[src/hw/rtl/epipolar_distance_error_sum_macros.svh]
// ----------------------------------------------------------------------------
// Epipolar distance error sum: assertion macros
// Shared concurrent checks, clocked by clk and disabled during reset.
// ----------------------------------------------------------------------------
`ifndef EPIPOLAR_DISTANCE_ERROR_SUM_MACROS_SVH
`define EPIPOLAR_DISTANCE_ERROR_SUM_MACROS_SVH

// same-cycle implication
`define EDS_ASSERT_IMPLY(lbl, cond, expr, msg) \
    lbl: assert property (@(posedge clk) disable iff (!rst_n) (cond) |-> (expr)) \
        else $error(msg);

// next-cycle implication
`define EDS_ASSERT_NEXT(lbl, cond, expr, msg) \
    lbl: assert property (@(posedge clk) disable iff (!rst_n) (cond) |=> (expr)) \
        else $error(msg);

`endif

[src/hw/rtl/eds_sqrt.sv]
// ----------------------------------------------------------------------------
// eds_sqrt
// Bit-serial integer square root of a 64-bit value, one root bit per cycle.
// ----------------------------------------------------------------------------
`default_nettype none

module eds_sqrt (
    input  wire logic        clk,
    input  wire logic        rst_n,
    input  wire logic        start,
    input  wire logic [63:0] radicand,
    output logic             done,
    output logic [31:0]      root
);
    logic [63:0] rem_reg;
    logic [63:0] res_reg;
    logic [63:0] bit_reg;
    logic        busy_reg;
    logic        done_reg;
    logic [63:0] trial;

    assign trial = res_reg + bit_reg;

    always_ff @(posedge clk or negedge rst_n)
    begin
        if (!rst_n)
        begin
            busy_reg <= 1'b0;
            done_reg <= 1'b0;
        end
        else
        begin
            done_reg <= 1'b0;
            if (start)
            begin
                rem_reg  <= radicand;
                res_reg  <= '0;
                bit_reg  <= 64'h4000_0000_0000_0000;
                busy_reg <= 1'b1;
            end
            else if (busy_reg)
            begin
                if (rem_reg >= trial)
                begin
                    rem_reg <= rem_reg - trial;
                    res_reg <= (res_reg >> 1) + bit_reg;
                end
                else
                begin
                    res_reg <= res_reg >> 1;
                end
                bit_reg <= bit_reg >> 2;
                if (bit_reg[0])
                begin
                    busy_reg <= 1'b0;
                    done_reg <= 1'b1;
                end
            end
        end
    end

    assign done = done_reg;
    assign root = res_reg[31:0];

endmodule

`default_nettype wire

[config.mk]
export PLATFORM = sky130hd
export DESIGN_NAME = eds_sqrt
export DESIGN_NICKNAME = d
export VERILOG_FILES = /design/src/hw/rtl/epipolar_distance_error_sum_macros.svh /design/src/hw/rtl/eds_sqrt.sv
export SDC_FILE = /design/constraint.sdc
export NUM_CORES = 1
export LEC_CHECK = 0
export BUFFER_PORTS_ARGS = -buffer_cell sky130_fd_sc_hd__buf_2
export CORE_MARGIN = 3
export CORE_UTILIZATION = 30
export CTS_BUF_LIST = sky130_fd_sc_hd__clkbuf_8
export CTS_CLUSTER_SIZE = 12
export DETAILED_ROUTE_END_ITERATION = 7
export HOLD_SLACK_MARGIN = 0.03
export SYNTH_ARGS = -nofsm -noshare
export SYNTH_HDL_FRONTEND = slang
export SYNTH_SLANG_ARGS = --single-unit
[constraint.sdc]
create_clock -name clk -period 9.3 [get_ports clk]
set_input_delay 0 -clock clk [delete_from_list [all_inputs] [get_ports clk]]
set_output_delay 0 -clock clk [all_outputs]
set_load 0.02 [all_outputs]
; Word level (Yosys, flattened, before mapping)
; Cells that the tools add are included.
[word_totals]
reg_bits = 194
inputBits = 67
output_inout_bits = 33
word_cells = 24
[op_classes]
addsub = 3
n_lt_le_gt_ge = 1
mux = 12
n_reduce_logical = 3
[ops]
columns = cell, count
row1 = 64-bit two-way mux, 6
row2 = 63-bit by 64-bit adder with 64-bit output, 1
row3 = 64-bit adder, 1
row4 = 64-bit >= comparator, 1
row5 = 64-bit subtractor, 1
row6 = 1-bit two-way mux, 6
row7 = 2-bit nonzero test, 2
row8 = 3-bit AND reduction, 1

; Logic depth before layout (Yosys ltp)
[depth]
ltp_word = 5
depth_mapped = 28

; Worst setup path before layout
; Ideal clock, no wire load.
[synth_path]
path_kind = register to register
startpoint = register res_reg[16]
endpoint = register rem_reg[0], enable pin
setup_time_ns = 0.429
arrival_ns = 6.270
t_required_ns = 8.871
slack_ns = 2.601
path_stages_with_launch = 22
path_buffers = 2
period_less_slack_ns = 6.699
cell_sequence = edfxtp_1 -> ha_1 -> clkbuf_1 -> nand4_1 -> nor4_1 -> o311ai_1 -> a311oi_1 -> nor2_1 -> o21ai_1 -> a21oi_1 -> o31ai_1 -> a31oi_1 -> xor2_1 -> ha_1 -> nand4_1 -> or2_2 -> or4_1 -> a21oi_1 -> o22ai_1 -> clkbuf_1 -> o21ai_0 -> and2_1
[synth_between]
elab_chain_cells = 4
[synth_rtl]
columns = element, line
row1 = "start, declared", eds_sqrt.sv:16  ; logic [63:0] res_reg;
row2 = "start signal, assigned", eds_sqrt.sv:46  ; res_reg <= (res_reg >> 1) + bit_reg;
row3 = "start signal, assigned", eds_sqrt.sv:50  ; res_reg <= res_reg >> 1;
row4 = 64-bit adder, eds_sqrt.sv:22  ; assign trial = res_reg + bit_reg;
row5 = 64-bit >= comparator, eds_sqrt.sv:43  ; if (rem_reg >= trial)
row6 = 2-bit nonzero test (no line), -
row7 = 3-bit AND reduction (no line), -
row8 = "end signal, assigned", eds_sqrt.sv:36  ; rem_reg <= radicand;
row9 = "end signal, assigned", eds_sqrt.sv:45  ; rem_reg <= rem_reg - trial;
row10 = "end, declared", eds_sqrt.sv:15  ; logic [63:0] rem_reg;
; No other way between the ends.
; A chain may end at the register's enable or synchronous reset.

; Final worst setup path
[layout_path]
startpoint = register res_reg[18]
endpoint = register rem_reg[52], enable pin
; Same word-level chain as after synthesis.

==> run_summary.xml <==
<?xml version="1.0" encoding="UTF-8"?>
<metrics>
  <group name="outcome">
    <metric name="outcome" unit="">finished clean</metric>
  </group>
  <group name="logic_synthesis">
    <metric name="share_of_flip_flops_with_an_asynchronous_set_or_reset" unit="">0.0103</metric>
    <metric name="ys_dominant_reg_cell" unit="">edfxtp_1</metric>
    <metric name="synth.largest_area_cell" unit="">edfxtp_1</metric>
    <metric name="synthesis.area" unit="um^2">20500</metric>
    <metric name="post_synth_num_cell_types" unit="">78</metric>
    <metric name="yosys.area_share.adder" unit="">0.119</metric>
    <metric name="synth_simple_gate_area_share" unit="">0.168</metric>
    <metric name="synth_top_area_share" unit="">0.281</metric>
    <metric name="synth_compound_gate_area_share" unit="">0.265</metric>
    <metric name="postSynthCellCount" unit="">2485</metric>
    <metric name="syn_area_per_cell" unit="um^2">8.26</metric>
    <metric name="yosysSeqAreaShare" unit="">0.283</metric>
    <metric name="ys.warnings.count" unit="">0</metric>
    <metric name="postSynthRegisterBits" unit="">194</metric>
    <metric name="combinational_family_with_the_most_area_after_synthesis" unit="">compound AO/OA/AOI/OAI gates</metric>
    <metric name="syn-num-nets" unit="">2745</metric>
    <metric name="synth_edf_count" unit="">192</metric>
    <metric name="post_synth_xor_area_fraction" unit="">0.0696</metric>
    <metric name="synthMuxAreaShare" unit="">0.0460</metric>
    <metric name="synth_area_leaders" unit="">edfxtp_1 28%, ha_1 12%, a21oi_1 6.1%, o21ai_0 4.7%, nand2_1 4.6%</metric>
  </group>
  <group name="global_route">
    <metric name="initial_antenna_violation_count" unit="">2</metric>
    <metric name="globalRoute.totalOverflow" unit="">0</metric>
    <metric name="grt_pass1_wl" unit="um">97800</metric>
    <metric name="grt.total_usage" unit="">0.171</metric>
    <metric name="grt_pass1_vias" unit="">17534</metric>
    <metric name="grt_start_max_net_pins" unit="">153</metric>
  </group>
  <group name="sta">
    <metric name="timing_worst_slew_pin_value" unit="ns">0.956</metric>
    <metric name="grt_setup_unrepaired" unit="">false</metric>
    <metric name="finClkSkew" unit="ns">0.0232</metric>
    <metric name="maxSlewViolCount" unit="">0</metric>
    <metric name="finalHoldViolCount" unit="">0</metric>
    <metric name="setup_violations" unit="">0</metric>
    <metric name="timing.final.crit_period" unit="ns">7.62</metric>
    <metric name="hold_ws" unit="ns">0.159</metric>
    <metric name="timing.final.crit_share" unit="">0.819</metric>
    <metric name="maxSlewHeadroom" unit="">0.357</metric>
    <metric name="max_clock_freq" unit="GHz">0.131</metric>
    <metric name="final.setup.tns" unit="ns">0</metric>
  </group>
  <group name="critical_path">
    <metric name="timing_worst_setup_path_type" unit="">flip-flop to flip-flop</metric>
    <metric name="reg2regPathDepth" unit="">21</metric>
    <metric name="critical_path.slowest_cell" unit="">a311oi_1</metric>
    <metric name="regToRegSetupSlack" unit="ns">1.68</metric>
    <metric name="largest_incremental_delay_on_the_critical_path" unit="ns">0.72</metric>
    <metric name="critical_path_peak_fanout" unit="">64</metric>
    <metric name="critPathCaptureType" unit="">flip-flop</metric>
    <metric name="data_required_time_at_the_worst_endpoint" unit="ns">9.45</metric>
    <metric name="path_cells" unit="">ha_1 -&gt; nand4_1 -&gt; nor4_1 -&gt; a32oi_1 -&gt; a311oi_1 -&gt; nor2_1 -&gt; o21ai_1 -&gt; a21oi_1 -&gt; o31ai_1 -&gt; a31oi_1 -&gt; xor2_1 -&gt; ha_1 -&gt; nand4_1 -&gt; or2_2 -&gt; or4_1 -&gt; a21oi_1 -&gt; o22ai_2 -&gt; buf_4 -&gt; o21ai_0 -&gt; and2_2 -&gt; buf_4</metric>
    <metric name="start_kind" unit="">flip-flop</metric>
    <metric name="critical_path.reg2reg.endpoint" unit="">rem_reg[52]$_DFFE_PP_</metric>
    <metric name="worst_r2r_src" unit="">res_reg[18]$_SDFFCE_PP0P_</metric>
    <metric name="worst_ep_arrival_time" unit="ns">7.77</metric>
  </group>
  <group name="hold_path">
    <metric name="hold_path_startpoint" unit="">start</metric>
    <metric name="hold-path-endpoint" unit="">rem_reg[3]$_DFFE_PP_</metric>
    <metric name="timing.hold.worst_path_depth" unit="">2</metric>
    <metric name="kind_of_path_behind_the_tightest_hold_check" unit="">input pin to flip-flop</metric>
  </group>
  <group name="layout">
    <metric name="drive_above_1_share" unit="">0.0696</metric>
    <metric name="final_net_count" unit="">2777</metric>
    <metric name="area_growth_syn_to_layout" unit="%">9.69</metric>
    <metric name="fin_cells" unit="">3403</metric>
    <metric name="number_of_inserted_filler_cells_in_the_final_layout" unit="">7120</metric>
  </group>
  <group name="clock_tree">
    <metric name="clk_pin_slew" unit="ns">0.10</metric>
    <metric name="cts_setup_buffers" unit="">0</metric>
    <metric name="cts_htree_levels" unit="">4</metric>
    <metric name="numCtsBuffers" unit="">17</metric>
    <metric name="cts_tree" unit="">yes</metric>
    <metric name="worstSkewPairLatency" unit="ns">0.53</metric>
    <metric name="clock-root-buffer" unit="">clkbuf_8</metric>
    <metric name="cts.path.max_buffers" unit="">2</metric>
    <metric name="clock_sinks" unit="">194</metric>
  </group>
  <group name="power_and_ir_drop">
    <metric name="power.density_cell_area" unit="nW/um^2">366</metric>
    <metric name="total_leakage_power" unit="nW">9.40</metric>
    <metric name="worst_case_vdd_ir_drop" unit="mV">0.178</metric>
  </group>
  <group name="drt">
    <metric name="detail_routed_via_count_per_cell" unit="">5.51</metric>
    <metric name="drc" unit="">0</metric>
    <metric name="drtAntennaViolNets" unit="">0</metric>
    <metric name="dr.pass1.iters" unit="">6</metric>
    <metric name="num_vias" unit="">18757</metric>
    <metric name="wl_per_cell" unit="um">18.5</metric>
    <metric name="drt_wl_total" unit="um">62800</metric>
    <metric name="drt_iter0_drc" unit="">1523</metric>
  </group>
  <group name="floorplanning">
    <metric name="initial_core_util" unit="">0.304</metric>
    <metric name="dieWidth" unit="um">268</metric>
    <metric name="ioPinCount" unit="">100</metric>
    <metric name="fp.dieArea" unit="um^2">71600</metric>
    <metric name="row_count" unit="">95</metric>
    <metric name="core_area" unit="um^2">67500</metric>
    <metric name="die_h" unit="um">268</metric>
  </group>
  <group name="placement">
    <metric name="dp.final_hpwl" unit="um">47900</metric>
    <metric name="buffer_ports.inserted" unit="">99</metric>
    <metric name="finalWeightedCongestion" unit="">0.898</metric>
    <metric name="dp.cells" unit="">3306</metric>
  </group>
  <group name="flow_run">
    <metric name="maxCapViolations" unit="">0</metric>
  </group>
</metrics>
-- where the power goes --
part | internal (mW) | switching, mW | total [mW]
logic | 2.37 | 3.71 | 6.08
registers | 1.36 | 0.221 | 1.58
clock network | 0.214 | 0.354 | 0.568
total | 3.95 | 4.28 | 8.23
-- how the worst max path moves through the flow --
stage,cells after the start,from,to
after floorplan,21,res_reg[16]$_SDFFCE_PP0P_,rem_reg[0]$_DFFE_PP_
after global placement,21,res_reg[18]$_SDFFCE_PP0P_,rem_reg[52]$_DFFE_PP_
after detailed placement,21,res_reg[18]$_SDFFCE_PP0P_,rem_reg[56]$_DFFE_PP_
after CTS,21,res_reg[15]$_SDFFCE_PP0P_,rem_reg[51]$_DFFE_PP_
after global routing,22,res_reg[15]$_SDFFCE_PP0P_,rem_reg[52]$_DFFE_PP_
final,21,res_reg[18]$_SDFFCE_PP0P_,rem_reg[52]$_DFFE_PP_
-- kinds of logic (layout without fill, tap and decap cells) --
group / count (synthesis) / in the layout
compound gates: 855 / 855
xor+xnor: 163 / 163
fa+ha+maj: 193 / 193
buf+inv: 233 / 277
flops: 194 / 194
mux: 94 / 94
other cells: 0 / 1
simple gates: 753 / 753
-- worst max-delay path: cells and delay by family (launching register included) --
kind                       cells  cell delay (ns)
AOI/OAI and AO/OA              9             2.77
xor gates and xnor gates       1             0.18
adders and majority gates      2             0.79
DFF                            1             0.51
and+or+nand+nor                7             1.98
buffers and inverters          2             0.94
-- repair_timing --
action | 4_1_cts | 5_1_grt
hold endpoints to repair | 73 | 0
gates resized for setup | 0 | 0
hold buffers | 65 | 0
-- placed cells by master (no fill, tap or decap), types with 18 or more instances in the layout --
cell type,netlist,layout
o21a_1,26,26
nor2_1,234,234
a211oi_1,52,52
edfxtp_1,192,192
a31oi_1,23,23
nor3_1,53,53
xnor2_1,100,100
dlygate4sd3_1,0,65
a311oi_1,20,20
xor2_1,63,63
o21bai_1,42,42
a21o_1,114,114
buf_2,10,97
nand4_1,54,54
o21ai_0,194,194
and3_1,26,26
inv_1,68,69
mux2i_1,91,91
a21oi_1,249,249
o31ai_1,19,19
nand2_1,250,250
ha_1,190,190
clkbuf_8,0,18
nand3_1,34,34
-- routing by layer --
metal | global-route usage | vias up | part of all wire
li1 | - | 9329 | -
met3 | 0.0176 | 94 | 0.045
met1 | 0.244 | 8824 | 0.48
met4 | 0.0657 | 0 | 0.034
met5 | 0 | - | 0
met2 | 0.266 | 510 | 0.44
-- cell type report --
type	instances	area [um^2]	share of cell area
tap	873	1090	0.0485
clock buffer	17	234	0.0104
clock inverter	14	130	0.00578
timing repair buffer	176	1260	0.0560
inverter	70	263	0.0117
multi-input combinational	2058	13700	0.609
sequential	194	5820	0.259
antenna	1	2.50	0.000111
-- cell usage after synthesis (14+ instances only) --
cell      count
ha_1        190
buf_4        32
a311oi_1     20
inv_1        68
nand3_1      34
edfxtp_1    192
mux2i_1      91
o21bai_1     42
nand4_1      54
a211oi_1     52
nand2_1     250
and2_1       14
o31ai_1      19
o21ai_0     194
and3_1       26
nor3_1       53
a21o_1      114
nor2_1      234
xor2_1       63
a21oi_1     249
xnor2_1     100
nand2b_1     17
o21a_1       26
a31oi_1      23
clkbuf_1    113
-- metrics by stage --
stage / utilization / worst slack, ns / power [mW] / cell area [um^2]
after floorplan: - / 2.60 / 6.16 / 20500
after global routing: 0.333 / 1.20 / 8.94 / 22500
after CTS: 0.333 / 1.85 / 8.19 / 22500
final: 0.333 / 1.68 / 8.23 / 22500
after detailed placement: 0.318 / 1.92 / 7.56 / 21500
after global placement: 0.318 / 1.96 / 7.56 / 21500
(Power assumes the default switching activity.)
