--- src/hw/rtl/epipolar_distance_error_sum_macros.svh ---
// ----------------------------------------------------------------------------
// Epipolar distance error sum: assertion macros
// Shared concurrent checks, clocked by clk and disabled during reset.
// ----------------------------------------------------------------------------
`ifndef EPIPOLAR_DISTANCE_ERROR_SUM_MACROS_SVH
`define EPIPOLAR_DISTANCE_ERROR_SUM_MACROS_SVH

// same-cycle implication
`define EDS_ASSERT_IMPLY(lbl, cond, expr, msg) \
    lbl: assert property (@(posedge clk) disable iff (!rst_n) (cond) |-> (expr)) \
        else $error(msg);

// next-cycle implication
`define EDS_ASSERT_NEXT(lbl, cond, expr, msg) \
    lbl: assert property (@(posedge clk) disable iff (!rst_n) (cond) |=> (expr)) \
        else $error(msg);

`endif

--- src/hw/rtl/eds_pkg.sv ---
// ----------------------------------------------------------------------------
// eds_pkg
// Types, constants and the multiply sequence of the epipolar error block.
// ----------------------------------------------------------------------------
`default_nettype none

package eds_pkg;

    localparam int EssDepth = 9;
    localparam logic [5:0] LastStep = 6'd37;
    localparam logic signed [31:0] OneQ16 = 32'sd65536;
    localparam logic signed [31:0] OneQ24 = 32'sd16777216;
    localparam logic signed [31:0] OneQ28 = 32'sd268435456;
    localparam logic [31:0] SatU32 = 32'hFFFF_FFFF;

    localparam logic OP_LOAD = 1'b0;
    localparam logic OP_PAIR = 1'b1;

    typedef enum logic [2:0] {
        CFG_K00, CFG_K01, CFG_K02, CFG_K11, CFG_K12
    } cfg_idx_t;

    // multiplier operand sources
    typedef enum logic [4:0] {
        SRC_K00, SRC_K01, SRC_K02, SRC_K11, SRC_K12, SRC_E,
        SRC_X1, SRC_Y1, SRC_X2, SRC_Y2, SRC_ONE16, SRC_ONE24,
        SRC_N1X, SRC_N1Y, SRC_N2X, SRC_N2Y,
        SRC_L20, SRC_L21, SRC_L22, SRC_L10, SRC_L11, SRC_L12
    } src_t;

    // where a finished dot product goes; D_NONE: group continues
    typedef enum logic [3:0] {
        D_NONE, D_N1X, D_N1Y, D_N2X, D_N2Y,
        D_L20, D_L21, D_L22, D_L10, D_L11, D_L12,
        D_NUM2, D_SQ2, D_NUM1, D_SQ1
    } dst_t;

    typedef struct packed {
        src_t       a;
        src_t       b;
        logic [3:0] e_idx;
        logic       floor2;
        dst_t       dst;
    } step_t;

    function automatic step_t step_desc(input logic [5:0] s);
        step_t d;
        d = '{SRC_K00, SRC_X1, 4'd0, 1'b1, D_NONE};
        case (s)
            // film-plane points
            6'd0:  d = '{SRC_K00, SRC_X1,    4'd0, 1'b1, D_NONE};
            6'd1:  d = '{SRC_K01, SRC_Y1,    4'd0, 1'b1, D_NONE};
            6'd2:  d = '{SRC_K02, SRC_ONE16, 4'd0, 1'b1, D_N1X};
            6'd3:  d = '{SRC_K11, SRC_Y1,    4'd0, 1'b1, D_NONE};
            6'd4:  d = '{SRC_K12, SRC_ONE16, 4'd0, 1'b1, D_N1Y};
            6'd5:  d = '{SRC_K00, SRC_X2,    4'd0, 1'b1, D_NONE};
            6'd6:  d = '{SRC_K01, SRC_Y2,    4'd0, 1'b1, D_NONE};
            6'd7:  d = '{SRC_K02, SRC_ONE16, 4'd0, 1'b1, D_N2X};
            6'd8:  d = '{SRC_K11, SRC_Y2,    4'd0, 1'b1, D_NONE};
            6'd9:  d = '{SRC_K12, SRC_ONE16, 4'd0, 1'b1, D_N2Y};
            // l2 = E * n1
            6'd10: d = '{SRC_E, SRC_N1X,   4'd0, 1'b1, D_NONE};
            6'd11: d = '{SRC_E, SRC_N1Y,   4'd1, 1'b1, D_NONE};
            6'd12: d = '{SRC_E, SRC_ONE24, 4'd2, 1'b1, D_L20};
            6'd13: d = '{SRC_E, SRC_N1X,   4'd3, 1'b1, D_NONE};
            6'd14: d = '{SRC_E, SRC_N1Y,   4'd4, 1'b1, D_NONE};
            6'd15: d = '{SRC_E, SRC_ONE24, 4'd5, 1'b1, D_L21};
            6'd16: d = '{SRC_E, SRC_N1X,   4'd6, 1'b1, D_NONE};
            6'd17: d = '{SRC_E, SRC_N1Y,   4'd7, 1'b1, D_NONE};
            6'd18: d = '{SRC_E, SRC_ONE24, 4'd8, 1'b1, D_L22};
            // l1 = E^T * n2
            6'd19: d = '{SRC_E, SRC_N2X,   4'd0, 1'b1, D_NONE};
            6'd20: d = '{SRC_E, SRC_N2Y,   4'd3, 1'b1, D_NONE};
            6'd21: d = '{SRC_E, SRC_ONE24, 4'd6, 1'b1, D_L10};
            6'd22: d = '{SRC_E, SRC_N2X,   4'd1, 1'b1, D_NONE};
            6'd23: d = '{SRC_E, SRC_N2Y,   4'd4, 1'b1, D_NONE};
            6'd24: d = '{SRC_E, SRC_ONE24, 4'd7, 1'b1, D_L11};
            6'd25: d = '{SRC_E, SRC_N2X,   4'd2, 1'b1, D_NONE};
            6'd26: d = '{SRC_E, SRC_N2Y,   4'd5, 1'b1, D_NONE};
            6'd27: d = '{SRC_E, SRC_ONE24, 4'd8, 1'b1, D_L12};
            // numerators and squared norms, raw squares
            6'd28: d = '{SRC_L20, SRC_N2X,   4'd0, 1'b1, D_NONE};
            6'd29: d = '{SRC_L21, SRC_N2Y,   4'd0, 1'b1, D_NONE};
            6'd30: d = '{SRC_L22, SRC_ONE24, 4'd0, 1'b1, D_NUM2};
            6'd31: d = '{SRC_L20, SRC_L20,   4'd0, 1'b0, D_NONE};
            6'd32: d = '{SRC_L21, SRC_L21,   4'd0, 1'b0, D_SQ2};
            6'd33: d = '{SRC_L10, SRC_N1X,   4'd0, 1'b1, D_NONE};
            6'd34: d = '{SRC_L11, SRC_N1Y,   4'd0, 1'b1, D_NONE};
            6'd35: d = '{SRC_L12, SRC_ONE24, 4'd0, 1'b1, D_NUM1};
            6'd36: d = '{SRC_L10, SRC_L10,   4'd0, 1'b0, D_NONE};
            6'd37: d = '{SRC_L11, SRC_L11,   4'd0, 1'b0, D_SQ1};
            default: d = '{SRC_K00, SRC_X1, 4'd0, 1'b1, D_NONE};
        endcase
        return d;
    endfunction

    function automatic logic signed [31:0] sat32(input logic signed [63:0] v);
        logic signed [31:0] r;
        if (v > 64'sd2147483647)
            r = 32'sh7FFF_FFFF;
        else if (v < -64'sd2147483648)
            r = 32'sh8000_0000;
        else
            r = v[31:0];
        return r;
    endfunction

    function automatic logic [31:0] sat_add(input logic [31:0] a, input logic [31:0] b);
        logic [32:0] s;
        s = {1'b0, a} + {1'b0, b};
        return s[32] ? SatU32 : s[31:0];
    endfunction

endpackage

`default_nettype wire

--- src/hw/rtl/eds_div.sv ---
// ----------------------------------------------------------------------------
// eds_div
// Rounded distance quotient (num + d/2) / d with d = norm * 64, one bit per
// cycle, saturating at 32 bits.
// ----------------------------------------------------------------------------
`default_nettype none

module eds_div (
    input  wire logic        clk,
    input  wire logic        rst_n,
    input  wire logic        start,
    input  wire logic [63:0] dividend,
    input  wire logic [31:0] divisor,
    output logic             done,
    output logic [31:0]      quot
);
    import eds_pkg::*;

    typedef enum logic [1:0] {P_IDLE, P_CHECK, P_RUN} phase_t;

    phase_t      phase_reg;
    logic [63:0] num_reg;
    logic [37:0] den_reg;
    logic [37:0] rem_reg;
    logic [31:0] quo_reg;
    logic [4:0]  cnt_reg;
    logic        done_reg;
    logic [38:0] trial;
    logic        ge;

    assign trial = {rem_reg, num_reg[31]};
    assign ge    = trial >= {1'b0, den_reg};

    always_ff @(posedge clk or negedge rst_n)
    begin
        if (!rst_n)
        begin
            phase_reg <= P_IDLE;
            done_reg  <= 1'b0;
        end
        else
        begin
            done_reg <= 1'b0;
            case (phase_reg)
                P_IDLE:
                begin
                    if (start)
                    begin
                        num_reg   <= dividend + {27'd0, divisor, 5'd0};
                        den_reg   <= {divisor, 6'd0};
                        phase_reg <= P_CHECK;
                    end
                end
                P_CHECK:
                begin
                    // upper half already reaching d means a quotient past 32 bits
                    if ({6'd0, num_reg[63:32]} >= den_reg)
                    begin
                        quo_reg   <= SatU32;
                        done_reg  <= 1'b1;
                        phase_reg <= P_IDLE;
                    end
                    else
                    begin
                        rem_reg   <= {6'd0, num_reg[63:32]};
                        cnt_reg   <= '0;
                        phase_reg <= P_RUN;
                    end
                end
                P_RUN:
                begin
                    rem_reg <= ge ? 38'(trial - {1'b0, den_reg}) : trial[37:0];
                    num_reg <= {num_reg[62:0], 1'b0};
                    quo_reg <= {quo_reg[30:0], ge};
                    cnt_reg <= cnt_reg + 5'd1;
                    if (cnt_reg == 5'd31)
                    begin
                        done_reg  <= 1'b1;
                        phase_reg <= P_IDLE;
                    end
                end
                default: phase_reg <= P_IDLE;
            endcase
        end
    end

    assign done = done_reg;
    assign quot = quo_reg;

endmodule

`default_nettype wire

--- config.mk ---
export PLATFORM = sky130hd
export DESIGN_NAME = eds_div
export DESIGN_NICKNAME = d
export VERILOG_FILES = /design/src/hw/rtl/epipolar_distance_error_sum_macros.svh /design/src/hw/rtl/eds_pkg.sv /design/src/hw/rtl/eds_div.sv
export SDC_FILE = /design/constraint.sdc
export NUM_CORES = 1
export LEC_CHECK = 0
export ABC_AREA = 0
export CORE_MARGIN = 1
export CORE_UTILIZATION = 51
export CTS_CLUSTER_DIAMETER = 150
export CTS_CLUSTER_SIZE = 28
export DETAILED_ROUTE_END_ITERATION = 6
export DONT_BUFFER_PORTS = 1
export GPL_TIMING_DRIVEN = 0
export HOLD_SLACK_MARGIN = 0.03
export PLACE_DENSITY_LB_ADDON = 0.05
export SLEW_MARGIN = 20
export SYNTH_ARGS = -nofsm -noshare
export SYNTH_HDL_FRONTEND = slang
export SYNTH_SLANG_ARGS = --single-unit
--- constraint.sdc ---
create_clock -name clk -period 6.55 [get_ports clk]
set_input_delay 1.31 -clock clk [delete_from_list [all_inputs] [get_ports clk]]
set_output_delay 1.31 -clock clk [all_outputs]
set_load 0.02 [all_outputs]
---- Yosys cells after proc, flatten, opt, wreduce, memory -nomap -nowiden ----
Cells that the tools add are included.
Widths: inputs -> output; s select.
operators by class
  add/sub/neg operators ................... 3
  order comparisons ....................... 2
  equal/unequal tests ..................... 7
  multiplexer cells ....................... 16
  reduce and logical (&&, ||, !) cells .... 8
operators with widths
  kind                 number
  $pmux 64 s2          1
  $mux 38              2
  $pmux 38 s2          1
  $add 64x37->64       1
  $mux 64              1
  $pmux 32 s2          1
  $ge 39x38->1         1
  $ge 32x38->1         1
  $sub 38x38->38       1
  $mux 32              1
  $reduce_and 3->1     4
  $pmux 5 s2           1
  $ne 2x2->1 const B   4
  $mux 2               3
  $pmux 2 s3           1
  $add 5x1->5 const B  1
  $eq 5x5->1 const B   1
  $mux 5               1
  $reduce_bool 2->1    2
  $eq 2x1->1 const B   1
  $eq 2x2->1 const B   1
  $logic_not 2->1      1
  $mux 1               2
  $pmux 1 s2           1
  $reduce_and 2->1     1
storage, ports and cells
  bits in registers ....................... 174
  bits of input ports ..................... 99
  output and inout bits ................... 33

---- Longest topological paths before layout ----
  depth in word-level cells ............... 3
  depth in mapped cells ................... 13
  depth with buffers taken out ............ 13

---- Worst setup path before layout ----
OpenSTA, ideal clock, no wires.
  kind .................................... input -> register
  from .................................... input port start
  to ...................................... register num_reg[0] (enable)
  setup time .............................. 0.494 ns
  arrival time ............................ 4.233 ns
  required time ........................... 6.056 ns
  path slack .............................. 1.823 ns
  stages .................................. 2
  buffers on the path ..................... 0
  cells stage by stage .................... mux2i_1 > nor2b_1
on the way
  cells in the longest elaborated chain, start to end .. 2
RTL lines
  element                            RTL line       RTL
  start: declaration                 eds_div.sv:11  input wire logic start,
  $ne 2x2->1 (no source line)        n/a
  $reduce_and 3->1 (no source line)  n/a
  end signal: assignment             eds_div.sv:49  num_reg <= dividend + {27'd0, divisor, 5'd0};
  end signal: assignment             eds_div.sv:73  num_reg <= {num_reg[62:0], 1'b0};
  end: declaration                   eds_div.sv:22  logic [63:0] num_reg;
Every way passes these cells.
A chain may end at the register's enable or synchronous reset.

---- Worst setup path in the final report ----
  from .................................... input port dividend[10]
  to ...................................... register num_reg[38], data pin
on the way
  cells in the longest elaborated chain, start to end .. 3
RTL lines
  element             RTL line       RTL
  start: declaration  eds_div.sv:12  input wire logic [63:0] dividend,
  $add 64x37->64      eds_div.sv:49
  $mux 64             eds_div.sv:47  if (start)
  $pmux 64 s2         eds_div.sv:44  case (phase_reg)
Every way passes these cells. The select of a mux whose other input is x is not followed.

==> out/qor.txt <==
Sink Count: 174
Final setup fails: 0
Reg area: 5210 um^2
Crit path cell chain: ha_1 -> a21o_1 -> a221oi_1 -> a21bo_2 -> o2111ai_2 -> a31oi_2 -> a31oi_1 -> buf_2 -> xor2_1 -> o21ai_0
Reg-to-Reg Start: den_reg[8]
DR pass1 iterations: 7
Hold EP: num_reg[8]
DRT met1 WL: 13700 um
Cell family with most CP delay: compound AO/OA/AOI/OAI gates
Seq cells post-synth: 174
Layout Cells excl Fill: 1496
TritonCTS clock tree: yes
Slowest-stage cell, CP: a31oi_1
CP Class: in -> reg
Clock Path Buffers: 2
Vias per cell: 5.91
Final WL: 29900 um
Failing checks: design-rule violations
First DRT Iteration DRCs: 600
Met2 routed WL: 13200 um
Rows: 55
Syn. warnings: 0
WHS Path Cells: 2
Unrepaired setup endpoints after global routing: no
Slew @ Worst Pin: 0.835 ns
Number of global-route vias before repair: 8559
Mapped Cells: 1174
Die Span X: 153 um
Multi-input gate area: 6090 um^2
Final Cell Area: 12700 um^2
Final hold violations: 0
Status: finished with violations
Leak Pwr: 4.83 nW
Post-Syn Area: 11700 um^2
WL per Instance: 20.0 um
Root Buffer: clkbuf_16
Area Overhead vs Synth: 9.13%
Peak VDD IR: 0.000198 V
Largest net degree at the start of global routing: 44
CP max FO: 10
Vias: 8834
Post-route ant nets: 0
Final min period: 4.04 ns
Die H: 153 um
Post-synth EDFFs: 171
Fill count: 2025
Routed wl met3: 2100 um
CP startpoint kind: input pin
Ant diodes: 0
Final Power: 4.60 mW
Crit path buf inv count: 1
Synth cell types: 64
Crit path DAT: 4.24 ns
Cts repair resizes: 0
Synthesized Nets: 1370
Max-cap violations: 0
Min-delay src: num_reg[7]
Placed Area: 12200 um^2
Max reg flops: 64
FMAX: 247 MHz
Hold Crit Class: reg -> reg
Synth async-reset ratio: 1.72%
DRC viols: 1
Max layer used: met4
CTS Buf Count: 17
CP max stage delay: 0.50 ns
Cell Pwr Density: 361 nW/um^2
Post-CTS Setup Bufs: 0
Number of buffers added on ports: 0
Slew Viols, Final: 0
R2R Setup Slk: 3.10 ns
Final period util: 61.7%
Initial antenna violation count: 0
DP HPWL: 23700 um
Layout cells sized above 1: 6.85%
I/O Pins: 132
Global-route wire length before repair: 47000 um
RR Endpoint: rem_reg[30]
Synth Flop Type: edfxtp_1
Synthesized area per cell: 9.95 um^2
R2R depth: 12
Total track usage: 26.1%
CP endpoint kind: register
H-Tree Depth: 4
Core area: 22600 um^2
Req. time, crit path: 6.75 ns
Sequential area share after synthesis: 44.6%
Insertion delay to the later sink of the worst-skew pair: 0.44 ns
Final #Nets: 1394
Clock Skew: 0.0128 ns
Slew headroom: 44.3%
Final GP Congestion: 0.899
Worst-path clk slew: 0.07 ns
Placed Instances: 1464
Die Area: 23500 um^2
Hold_buf cts: 0
Initial core utilization: 51.7%
GRT overflow: 0
per-stage QoR:
step	utilization [%]	worst slack [ns]	TNS [ns]	hold WS (ns)
3_5_place_dp	54.0	2.05	0	0.512
5_1_grt	56.5	2.38	0	0.547
6_report	56.5	2.51	0	0.530
4_1_cts	56.5	2.50	0	0.534
2_1_floorplan	-	1.82	0	0.498
3_3_place_gp	53.3	-0.0798	-4.66	0.514
where the power goes:
group / internal [mW] / switching, mW / total, mW
logic: 0.718 / 1.18 / 1.90
clock network: 0.531 / 0.452 / 0.983
registers: 1.58 / 0.133 / 1.72
total: 2.83 / 1.77 / 4.60
layer usage:
layer	up-vias	global-route usage (%)
li1	4351	-
met5	-	0
met4	0	9.38
met1	4159	35.4
met2	284	40.6
met3	40	6.32
area by class of cell:
class / instances / area share (%)
Multi-Input combinational cell: 900 / 47.8
Sequential cell: 174 / 40.9
Clock buffer: 19 / 3.40
Tap cell: 285 / 2.80
Inverter: 60 / 1.77
Buffer: 40 / 1.38
Clock inverter: 13 / 0.992
Timing Repair Buffer: 5 / 0.962
how the worst max path moves through the flow:
stage	slack [ns]	startpoint	endpoint	cells after the start
6_report	2.51	dividend[10]	num_reg[38]	10
5_1_grt	2.38	dividend[10]	num_reg[40]	11
4_1_cts	2.50	dividend[10]	num_reg[62]	11
3_5_place_dp	2.05	dividend[10]	num_reg[62]	11
3_3_place_gp	-0.08	phase_reg[0]	num_reg[4]	6
2_1_floorplan	1.82	start	num_reg[0]	2
tightest hold or removal path, cell delays in order (launching register included):
cell and delay, ns:
edfxtp_1 0.32, nand2_1 0.05, o21ai_0 0.06
cells in the final DEF, fill, tap and decap left out, types with 8 or more instances in the layout:
| cell | instances |
|---|---|
| clkbuf_16 | 17 |
| mux2i_1 | 10 |
| ha_1 | 95 |
| nand2b_1 | 38 |
| xnor2_1 | 53 |
| and2_1 | 8 |
| nor2_1 | 77 |
| inv_1 | 59 |
| mux2_2 | 20 |
| nand3_1 | 23 |
| nor3_1 | 18 |
| xor2_1 | 30 |
| edfxtp_1 | 171 |
| and3_1 | 9 |
| a21oi_1 | 111 |
| o21ai_0 | 88 |
| nand2_1 | 120 |
| a211oi_1 | 10 |
| clkbuf_1 | 31 |
| o21bai_1 | 8 |
| a31oi_1 | 13 |
| nand4_1 | 16 |
| nor2b_1 | 14 |
| nor4_1 | 8 |
| a21o_1 | 47 |
| o21a_1 | 16 |
synth_stat cells (5+ instances only):
cell	number	area share, %
a211oi_1	10	0.64
and2_1	8	0.43
and3_1	10	0.54
nor2b_1	15	0.80
nand2_1	120	3.9
o21ai_0	88	3.8
mux2i_1	10	0.86
buf_2	6	0.26
nor3_1	18	0.77
nor4_1	8	0.43
o31ai_1	5	0.32
mux2_2	20	1.9
inv_1	59	1.9
nand4_1	16	0.86
a31oi_1	13	0.70
nand3_1	23	0.99
ha_1	95	10
o21a_1	16	1.0
edfxtp_1	171	44
a21o_1	47	3.0
o21bai_1	8	0.51
a21oi_1	111	4.8
nand2b_1	38	2.0
xor2_1	30	2.2
nor2_1	77	2.5
clkbuf_1	29	0.93
xnor2_1	53	4.0
logic make-up after synthesis:
group / count (synthesis) / share of synthesized area [%]
simple gates: 353 / 14.6
compound gates: 337 / 17.8
flops: 174 / 44.6
buf+inv: 100 / 3.44
fa+ha+maj: 97 / 10.5
xor+xnor: 83 / 6.22
mux: 30 / 2.79
Note: power is estimated with default switching activity, not from simulation.
